`config.mk`:
```
export PLATFORM = sky130hd
export DESIGN_NAME = bwra_ram
export DESIGN_NICKNAME = d
export VERILOG_FILES = /design/src/hw/rtl/bwra_ram.sv
export SDC_FILE = /design/constraint.sdc
export NUM_CORES = 2
export LEC_CHECK = 0
export CAP_MARGIN = 20
export CORE_MARGIN = 2
export CORE_UTILIZATION = 57
export DETAILED_ROUTE_END_ITERATION = 16
export DONT_BUFFER_PORTS = 1
export GPL_TIMING_DRIVEN = 1
export PLACE_DENSITY = 0.77
export SLEW_MARGIN = 20
export SYNTH_ARGS = -nofsm -noshare
export SYNTH_HDL_FRONTEND = slang
export SYNTH_SLANG_ARGS = --single-unit
```
`constraint.sdc`:
```
create_clock -name clk -period 3.1 [get_ports clk]
set_input_delay 0.31 -clock clk [delete_from_list [all_inputs] [get_ports clk]]
set_output_delay 0.31 -clock clk [all_outputs]
set_load 0.02 [all_outputs]
```
`src/hw/rtl/bwra_ram.sv`:
```
module bwra_ram #(
    parameter int WIDTH = 16,
    parameter int DEPTH = 128
) (
    input  logic                     clk,
    input  logic                     we,
    input  logic [$clog2(DEPTH)-1:0] waddr,
    input  logic [WIDTH-1:0]         wdata,
    input  logic                     re,
    input  logic [$clog2(DEPTH)-1:0] raddr,
    output logic [WIDTH-1:0]         rdata
);

    logic [WIDTH-1:0] mem [DEPTH];

    always_ff @(posedge clk)
    begin
        if (we)
        begin
            mem[waddr] <= wdata;
        end
        if (re)
        begin
            rdata <= mem[raddr];
        end
    end

endmodule

```
==> impl_metrics.py <==
metrics = {
    "timing": {
        "min_period_over_period_pct": 114,
        "hold-worst-slack_ps": 55.5,
        "period_needed_ps": 3520,
        "worst_pin_slew_ps": 2190,
        "max_freq_mhz": 284,
        "fin_ws_ps": -420,
        "rsz0062_at_grt": "false",
        "slew-limit-headroom_pct": -46.2,
        "hold_viol": 0,
        "slew_violations": 210,
        "finClkSkew_ps": 26.6,
        "tns_ps": -3960,
        "setup_viol": 16,
    },
    "synthesis": {
        "async_flop_share_pct": 0,
        "synth_cell_types": 16,
        "yosysWarnings": 0,
        "syn_nets": 3119,
        "netlist.top_cell.by_area": "edfxtp_1",
        "synth-edff-count": 2064,
        "yosys-top-cells-count": "edfxtp_1 (2064), mux4_2 (672), nor2_1 (122), clkbuf_1 (82), buf_2 (52)",
        "synth_ff_type": "edfxtp_1",
        "yosys_register_bits": 2064,
        "synth_most_common_cell": "edfxtp_1",
        "yosys-top-cells-area": "edfxtp_1 (79%), mux4_2 (19%), nor2_1 (0.58%)",
        "syn-cell-area_um2": 78700,
        "yosys.area.top_type_share_pct": 78.8,
        "ys_seq_area_share_pct": 78.8,
        "synth.avg_cell_area_um2": 25.5,
        "syn_inst": 3086,
    },
    "placement": {
        "place_hpwl_mm": 96.5,
        "globalplace.congestion": 0.797,
        "port_buffers": 0,
    },
    "detailed_routing": {
        "viasPerCell": 6.88,
        "drt_drc_violations_left": 0,
        "wl_per_cell_um": 37.2,
        "ant_nets": 0,
        "drt-total-wl_mm": 196,
        "vias": 36300,
        "drt_iter0_markers": 6115,
        "firstDrtPassIters": 7,
    },
    "pwr": {
        "pwr_density_cell_nw_per_um2": 648,
        "p_leak_nw": 27.4,
        "ir_drop_mv": 0.587,
        "p_total_w": 0.0574,
    },
    "floorplanning": {
        "die-area_um2": 141000,
        "die_h_um": 376,
        "ioPinCount": 49,
        "initial_core_util_pct": 57.3,
        "rows": 136,
        "placeableCoreArea_um2": 137000,
        "die_w_um": 376,
    },
    "cells_and_area": {
        "fin_nets": 3345,
        "areaGrowthSynthToFinish_pct": 12.6,
        "drive_above_1_share_pct": 32.9,
    },
    "global_route": {
        "grt_max_degree": 513,
        "grt.overflow.total": 0,
        "grt_pass1_wl_mm": 280,
        "grt_usage_pct": 28.6,
        "grt_pass1_vias": 37500,
        "antenna_found_initial": 15,
    },
    "worst_setup_path": {
        "startpoint": "raddr[0]",
        "path_class": "input port to flip-flop",
        "end_kind": "flip-flop",
        "startpoint_type": "input port",
        "r2r_slack_ps": 380,
        "path_buf_inv": 0,
        "cp.arrival_ps": 4090,
        "cp_cell_sequence": "mux4_2 -> mux4_2 -> mux4_2 -> mux2_2",
        "crit_top_cell": "mux4_2",
        "rr_startpoint": "mem[48][8]$_DFFE_PP_",
        "required_ps": 3670,
        "crit_family": "multiplexers",
        "crit_fanout": 512,
        "critPathSlowestCell": "mux4_2",
        "slowest_delay_ps": 1200,
    },
    "outcome": {
        "failed_checks": "slew limit, setup timing",
        "status": "finished with violations",
    },
    "clocking": {
        "cts_sinks": 2064,
        "clockRootBuffer": "clkbuf_16",
        "clk-insertion-delay-late_ps": 820,
        "tritoncts": "built",
        "clockBufferDepth": 3,
        "cts_max_level": 4,
        "cts_made_buffers": 193,
        "clk_pin_slew_ps": 60,
    },
    "worst_hold_path": {
        "min_path_type": "input port to flip-flop",
        "min_from": "raddr[3]",
    },
    "flow_run": {
        "drv_cap": 0,
    },
}
[power by group]
| group | switching (W) | internal [W] | total (W) |
|---|---|---|---|
| clock | 0.0102 | 0.0139 | 0.0241 |
| combinational | 0.00113 | 0.00115 | 0.00228 |
| sequential | 0.000155 | 0.0308 | 0.0310 |
[final timing paths]
path | cells after the start | endpoint
setup / recovery | 4 | rdata[8]$_DFFE_PP_
hold / removal | 2 | rdata[2]$_DFFE_PP_
setup reg to reg | 4 | rdata[8]$_DFFE_PP_
hold reg to reg | 4 | rdata[15]$_DFFE_PP_
[placed cells by master, fill, tap and decap left out]
cell type      synthesis  layout
clkbuf_16              0     198
clkinv_8               0       5
nand4_1                3       3
nand2_1               14      14
dlygate4sd3_1          0      21
buf_4                  1     154
clkbuf_1              82      35
inv_6                  0       5
buf_12                 0       4
nand2b_1               2       2
bufinv_16              0      27
mux2_2                16      15
mux4_2               672     672
inv_16                 0       1
nor2b_1                7       7
nand3_1               12      12
mux2_4                 0       1
diode_2                0       5
nor2_1               122     122
or3_1                  1       1
clkinvlp_4             0       4
edfxtp_1            2064    2064
nor3_2                 0       9
clkinv_1               0      49
buf_16                 0      16
clkinv_2               0      34
[worst register-to-register path, cell delays in order (launching register included)]
cell and delay, ps:
edfxtp_1 410, mux4_2 480, mux4_2 620, mux4_2 630
mux2_2 320
[registers in the layout (all words and copies together), names as in the netlist]
signal	count
mem	2048
rdata	16
[cells by family after synthesis]
logic type	count (synthesis)	share of synthesized area (%)
and+or+nand+nor	170	0.886
muxes	688	19.5
DFF	2064	78.8
buffers and inverters	164	0.879
[area by class of cell]
type	instances	area, um^2
Multi-Input combinational cell	858	16100
Clock buffer	233	5090
Timing Repair Buffer	195	1890
Antenna cell	5	12.5
Sequential cell	2064	62000
Fill cell	8184	48700
Clock inverter	125	1340
Tap cell	1794	2240
[per-layer routing]
metal  GRT usage, %  routed length, um  vias up  part of all wire [%]
met3           8.66              26400      488                    13
met5              0                 82        -                 0.042
li1               -                  -    13900                     -
met4           10.8               7800       12                   4.0
met1           38.0              66000    19100                    34
met2           45.3              96100     2776                    49
[metrics by stage]
step           area (um^2)  utilization [%]  setup slack [ps]  cells
2_1_floorplan        78700                -               156   3086
3_3_place_gp         81400             59.3               209   4870
3_5_place_dp         81400             59.3               250   4870
4_1_cts              88600             64.5              23.8   5270
5_1_grt              88600             64.5               376   5271
6_report             88600             64.5              -420   5274
[what timing repair did]
action,CTS,global route
setup buffers,0,0
resized for setup,0,1
endpoints found under the hold margin,2224,0
setup endpoints to repair,0,1
hold buffers,42,0
Note: power is estimated with default switching activity, not from simulation.
