<file path="config.mk">
export PLATFORM = sky130hd
export DESIGN_NAME = bwra_gain
export DESIGN_NICKNAME = d
export VERILOG_FILES = /design/src/hw/rtl/bwra_pkg.sv /design/src/hw/rtl/bwra_gain.sv
export SDC_FILE = /design/constraint.sdc
export NUM_CORES = 2
export LEC_CHECK = 0
export BUFFER_PORTS_ARGS = -buffer_cell sky130_fd_sc_hd__buf_2
export CORE_UTILIZATION = 60
export CTS_BUF_LIST = sky130_fd_sc_hd__clkbuf_8 sky130_fd_sc_hd__clkbuf_16
export CTS_CLUSTER_SIZE = 40
export DETAILED_ROUTE_END_ITERATION = 12
export GPL_TIMING_DRIVEN = 0
export PLACE_DENSITY = 0.77
export SYNTH_ARGS = -nofsm -noshare
export SYNTH_HDL_FRONTEND = slang
export SYNTH_SLANG_ARGS = --single-unit
</file>
<file path="constraint.sdc">
create_clock -name clk -period 17.8 [get_ports clk]
set_clock_uncertainty 0.05 [all_clocks]
set_input_delay 3.56 -clock clk [delete_from_list [all_inputs] [get_ports clk]]
set_output_delay 3.56 -clock clk [all_outputs]
set_load 0.005 [all_outputs]
</file>
<file path="src/hw/rtl/bwra_pkg.sv">
package bwra_pkg;

    localparam int MAX_HALF_WINDOW = 63;
    localparam int SAMPLE_BITS     = 16;
    localparam int LINE_DEPTH      = 2 * MAX_HALF_WINDOW + 1;
    localparam int PTR_BITS        = $clog2(LINE_DEPTH + 1);
    localparam int RAM_DEPTH       = 1 << PTR_BITS;
    localparam int HW_BITS         = 6;
    localparam int CNT_BITS        = 7;
    localparam int FRAC_BITS       = 11;
    localparam int SQ_BITS         = 2 * SAMPLE_BITS;
    localparam int SUM_BITS        = 38;
    localparam int MAG_BITS        = SAMPLE_BITS + 1;
    localparam int ROOT_BITS       = 16;
    localparam int KBITS           = $clog2(ROOT_BITS);
    localparam int ASQ_BITS        = 2 * MAG_BITS;
    localparam int PROD_BITS       = SUM_BITS + ROOT_BITS + 1;
    localparam int LHS_BITS        = 72;
    localparam int OUT_BITS        = 16;

    localparam logic [HW_BITS-1:0] HW_RESET = HW_BITS'(1);

    typedef struct packed {
        logic [MAG_BITS-1:0] mag;
        logic                neg;
        logic [SUM_BITS-1:0] sum;
        logic [CNT_BITS-1:0] cnt;
    } gain_req_t;

    typedef enum logic [1:0] {
        G_IDLE,
        G_RHS,
        G_MUL,
        G_CMP
    } gain_state_t;

    typedef enum logic [3:0] {
        S_IDLE,
        S_DROP_RD,
        S_DROP_SQ,
        S_DROP_SUB,
        S_WRITE,
        S_ADD,
        S_EMIT_RD,
        S_EMIT_GO,
        S_EMIT_WAIT,
        S_FL_CHECK
    } ctl_state_t;

endpackage

</file>
<file path="src/hw/rtl/bwra_gain.sv">
module bwra_gain
    import bwra_pkg::*;
(
    input  logic                clk,
    input  logic                rst_n,
    input  logic                start,
    input  gain_req_t           req,
    output logic                busy,
    output logic [OUT_BITS-1:0] result
);

    gain_state_t                 state_reg, state_next;
    gain_req_t                   req_reg;
    logic [ASQ_BITS-1:0]         asq_reg;
    logic [LHS_BITS-1:0]         rhs_reg;
    logic [LHS_BITS-1:0]         m2s_reg;
    logic [PROD_BITS-1:0]        prod_reg;
    logic [ROOT_BITS-1:0]        m_reg;
    logic [KBITS-1:0]            k_reg;
    logic [OUT_BITS-1:0]         result_reg;

    logic [ROOT_BITS-1:0]        bitv;
    logic [ROOT_BITS:0]          trial;
    logic [ASQ_BITS+CNT_BITS-1:0] an;
    logic [LHS_BITS-1:0]         cand;
    logic                        take;
    logic [ROOT_BITS-1:0]        m_fin;

    assign bitv  = ROOT_BITS'(1) << k_reg;
    // (m + bit)^2 - m^2 = (2m + bit) * bit
    assign trial = {m_reg, 1'b0} | {1'b0, bitv};
    assign an    = asq_reg * req_reg.cnt;
    assign cand  = m2s_reg + (LHS_BITS'(prod_reg) << k_reg);
    assign take  = (cand <= rhs_reg);
    assign m_fin = take ? (m_reg | bitv) : m_reg;

    always_comb
    begin
        state_next = state_reg;
        case (state_reg)
            G_IDLE:
            begin
                if (start)
                begin
                    state_next = G_RHS;
                end
            end
            G_RHS:
            begin
                if (req_reg.sum == '0 || req_reg.cnt == '0)
                begin
                    state_next = G_IDLE;
                end
                else
                begin
                    state_next = G_MUL;
                end
            end
            G_MUL:
            begin
                state_next = G_CMP;
            end
            G_CMP:
            begin
                state_next = (k_reg == '0) ? G_IDLE : G_MUL;
            end
            default:
            begin
                state_next = G_IDLE;
            end
        endcase
    end

    always_ff @(posedge clk or negedge rst_n)
    begin
        if (!rst_n)
        begin
            state_reg <= G_IDLE;
        end
        else
        begin
            state_reg <= state_next;
        end
    end

    always_ff @(posedge clk)
    begin
        case (state_reg)
            G_IDLE:
            begin
                if (start)
                begin
                    req_reg <= req;
                    asq_reg <= req.mag * req.mag;
                end
            end
            G_RHS:
            begin
                rhs_reg <= LHS_BITS'(an) << (2 * FRAC_BITS);
                m2s_reg <= '0;
                m_reg   <= '0;
                k_reg   <= KBITS'(ROOT_BITS - 1);
                if (req_reg.sum == '0 || req_reg.cnt == '0)
                begin
                    result_reg <= '0;
                end
            end
            G_MUL:
            begin
                prod_reg <= req_reg.sum * trial;
            end
            G_CMP:
            begin
                if (take)
                begin
                    m_reg   <= m_fin;
                    m2s_reg <= cand;
                end
                k_reg <= k_reg - KBITS'(1);
                if (k_reg == '0)
                begin
                    if (req_reg.neg)
                    begin
                        if (m_fin > ROOT_BITS'(32768))
                        begin
                            result_reg <= OUT_BITS'(32768);
                        end
                        else
                        begin
                            result_reg <= OUT_BITS'(-m_fin);
                        end
                    end
                    else if (m_fin > ROOT_BITS'(32767))
                    begin
                        result_reg <= OUT_BITS'(32767);
                    end
                    else
                    begin
                        result_reg <= m_fin;
                    end
                end
            end
            default:
            begin
            end
        endcase
    end

    assign busy   = (state_reg != G_IDLE);
    assign result = result_reg;

endmodule

</file>
==> summary.md <==
| Metric | Value |
|---|---|
| Status | completed |
| RSZ-0062 raised after global routing | false |
| Yosys warns | 0 |
| Most common library cells after synthesis | inv_1, fa_1, nand2_1 |
| Crit path required time | 18,090 ps |
| Final worst-path cycle share | 72.5% |
| Worst setup SP type | register |
| Synth Register Bits | 285 |
| Worst skew pair latency | 620 ps |
| Grt ovf | 0 |
| Fmax | 77.5 MHz |
| Largest net degree at the start of global routing | 46 |
| Clk slew on worst S/H paths | 60 ps |
| Top cells by area, synth | fa_1, edfxtp_1, ha_1, inv_1, nand2_1 |
| DRC viols | 0 |
| Clock root buffer | clkbuf_16 |
| Layout area overhead | 6.19% |
| Async SR Flop Fraction | 0.702% |
| Routability cong. | 0.985 |
| Arrival time worst endpoint | 13,190 ps |
| Most frequent cell after synthesis | inv_1 |
| H-Tree Level Count | 2 |
| Num CTS Buffers | 37 |
| Postcts setup bufs | 0 |
| Syn avg cell area | 9.41 µm² |
| Post-cts gate resize count | 0 |
| Input/output buffers | 82 |
| Most used cell, CP | fa_1 |
| Wirelength per Cell | 20.5 µm |
| Final Hold Viols | 0 |
| Buf/Inv on CP | 8 |
| Share of cells above drive strength 1 | 4.96% |
| CTS max path bufs | 3 |
| Top_reg_cell synth | edfxtp_1 |
| IO Pins | 83 |
| Largest stage delay, worst path | 680 ps |
| Number of flops mapped to enable cells by yosys | 283 |
| Global Route Usage Sum | 32.2% |
| Core outline area | 87,000 µm² |
| Vias in the first global route | 41,584 |
| Register area share after synthesis | 16.2% |
| Area of the multi-input gates | 39,400 µm² |
| Vias per cell | 5.87 |
| Die Y | 299 µm |
| CTS sink cnt | 285 |
| Max cap viols | 0 |
| Hold Slack | 627 ps |
| Synth Cell Area | 52,800 µm² |
| Yosys top cell by area | fa_1 |
| Drt first pass iters | 6 |
| Detail Route Antenna Nets | 0 |
| Max-slew headroom | 28.4% |
| First-pass GRT wire length | 224,000 µm |
| Full die area | 89,200 µm² |
| Slowest cell on the critical path | clkbuf_1 |
| Row cnt | 108 |
| Drt initial violations | 3,276 |
| Initial core utilization | 60.7% |
| CTS tree | built |
| ANT cells | 0 |
| Final wirelength | 142,000 µm |
| Cell count after synthesis | 5,613 |
| Worst-Margin Slew | 1070 ps |
| Hold-fix buffers, CTS | 0 |
| CP endpoint kind | register |
| HPWL Detailed | 118,000 µm |
| Worst Hold Class | reg -> reg |
| Fill cell count | 7,200 |
| Crit Path Max Fanout | 10 |
| Total Nets Final | 7,108 |
| Final setup vio count | 0 |
| Via count | 40,686 |
| Seq. cell area | 8550 µm² |
| Die width | 299 µm |
| Min Tclk post-route | 12,900 ps |
| Distinct cells, synth | 101 |
| Initial antenna violation count | 8 |
| Max reg flops | 72 |
| Critical path type | reg -> reg |
| Family with the most delay on the worst path | compound AO/OA/AOI/OAI gates |
| Post-synth top area share | 33.6% |
| Pins Over Slew Limit | 0 |
==> metal layers <==
metal	vias to the layer above	routed length (µm)	GRT usage, %
met4	8	6260	12.6
met3	396	13100	5.95
met1	20238	57200	43.6
met5	-	53	0
met2	1961	65400	51.9
li1	18083	-	-
==> worst paths after layout <==
check                      startpoint  slack (ps)      endpoint  cells past startpoint
hold / removal               m_reg[0]         630      m_reg[0]                      2
setup reg to reg             k_reg[0]        4900  prod_reg[49]                     33
max in group asynchronous       rst_n       14900  state_reg[0]                      1
hold reg to reg              m_reg[0]         630      m_reg[0]                      2
setup / recovery             k_reg[0]        4900  prod_reg[49]                     33
min in group asynchronous       rst_n        2700  state_reg[1]                      1
==> kinds of logic (layout without fill, tap and decap cells) <==
| family | count (synthesis) | count (layout) | synth area share [%] |
|---|---|---|---|
| flops | 285 | 285 | 16.2 |
| other cells | 2 | 3 | 0.0142 |
| compound gates | 713 | 713 | 9.19 |
| buf+inv | 1303 | 1460 | 9.30 |
| fa+ha+maj | 1300 | 1300 | 43.4 |
| mux | 119 | 119 | 3.56 |
| simple gates | 1698 | 1698 | 15.1 |
| xor+xnor | 193 | 193 | 3.23 |
==> tightest hold or removal path: cells and delay by family (launching register included) <==
kind	cells	cell delay, ps
AOI/OAI and AO/OA	1	100
DFF	1	360
and+or+nand+nor	1	100
==> layout make-up <==
type / count / area share, %
Clock buffer: 37 / 1.65
Buffer: 254 / 1.74
Timing Repair Buffer: 89 / 0.981
Tap cell: 1155 / 2.58
Multi-Input combinational cell: 4026 / 70.2
Inverter: 1049 / 7.02
Clock inverter: 31 / 0.564
Sequential cell: 285 / 15.2
==> cell usage in the layout, fill, tap and decap left out, types with 11 or more instances in the layout <==
| master | n |
|---|---|
| nor3_1 | 43 |
| nand2b_1 | 29 |
| buf_2 | 91 |
| and3_1 | 32 |
| mux2i_1 | 55 |
| nand2_1 | 840 |
| o21a_1 | 27 |
| clkbuf_1 | 211 |
| nor2b_1 | 33 |
| nor4_1 | 21 |
| a21o_1 | 121 |
| or2_2 | 15 |
| xnor2_1 | 127 |
| a31oi_1 | 28 |
| o21bai_1 | 35 |
| buf_1 | 33 |
| mux4_2 | 54 |
| xor2_1 | 64 |
| fa_1 | 887 |
| a211oi_1 | 27 |
| or3_1 | 12 |
| clkbuf_16 | 37 |
| nor2_1 | 192 |
| a21boi_0 | 11 |
| nand4_1 | 32 |
| nand3_1 | 41 |
| inv_1 | 1053 |
| and2_1 | 377 |
| edfxtp_1 | 283 |
| a21oi_1 | 212 |
| ha_1 | 413 |
| o21ai_0 | 117 |
==> metrics by stage <==
step | cells | setup slack [ps] | util (%) | instance area, µm² | TNS, ps
after floorplan | 5614 | 3710 | - | 52800 | 0
after global placement | 6851 | -2510 | 62.8 | 54700 | -219400
after detailed placement | 6857 | 5380 | 63.0 | 54900 | 0
after CTS | 6925 | 5300 | 64.5 | 56100 | 0
after global routing | 6926 | 4440 | 64.5 | 56100 | 0
final | 6926 | 4900 | 64.5 | 56100 | 0
Power is not shown: default switching activity piles up to over one toggle a cycle in this logic, so the estimate is an artifact.
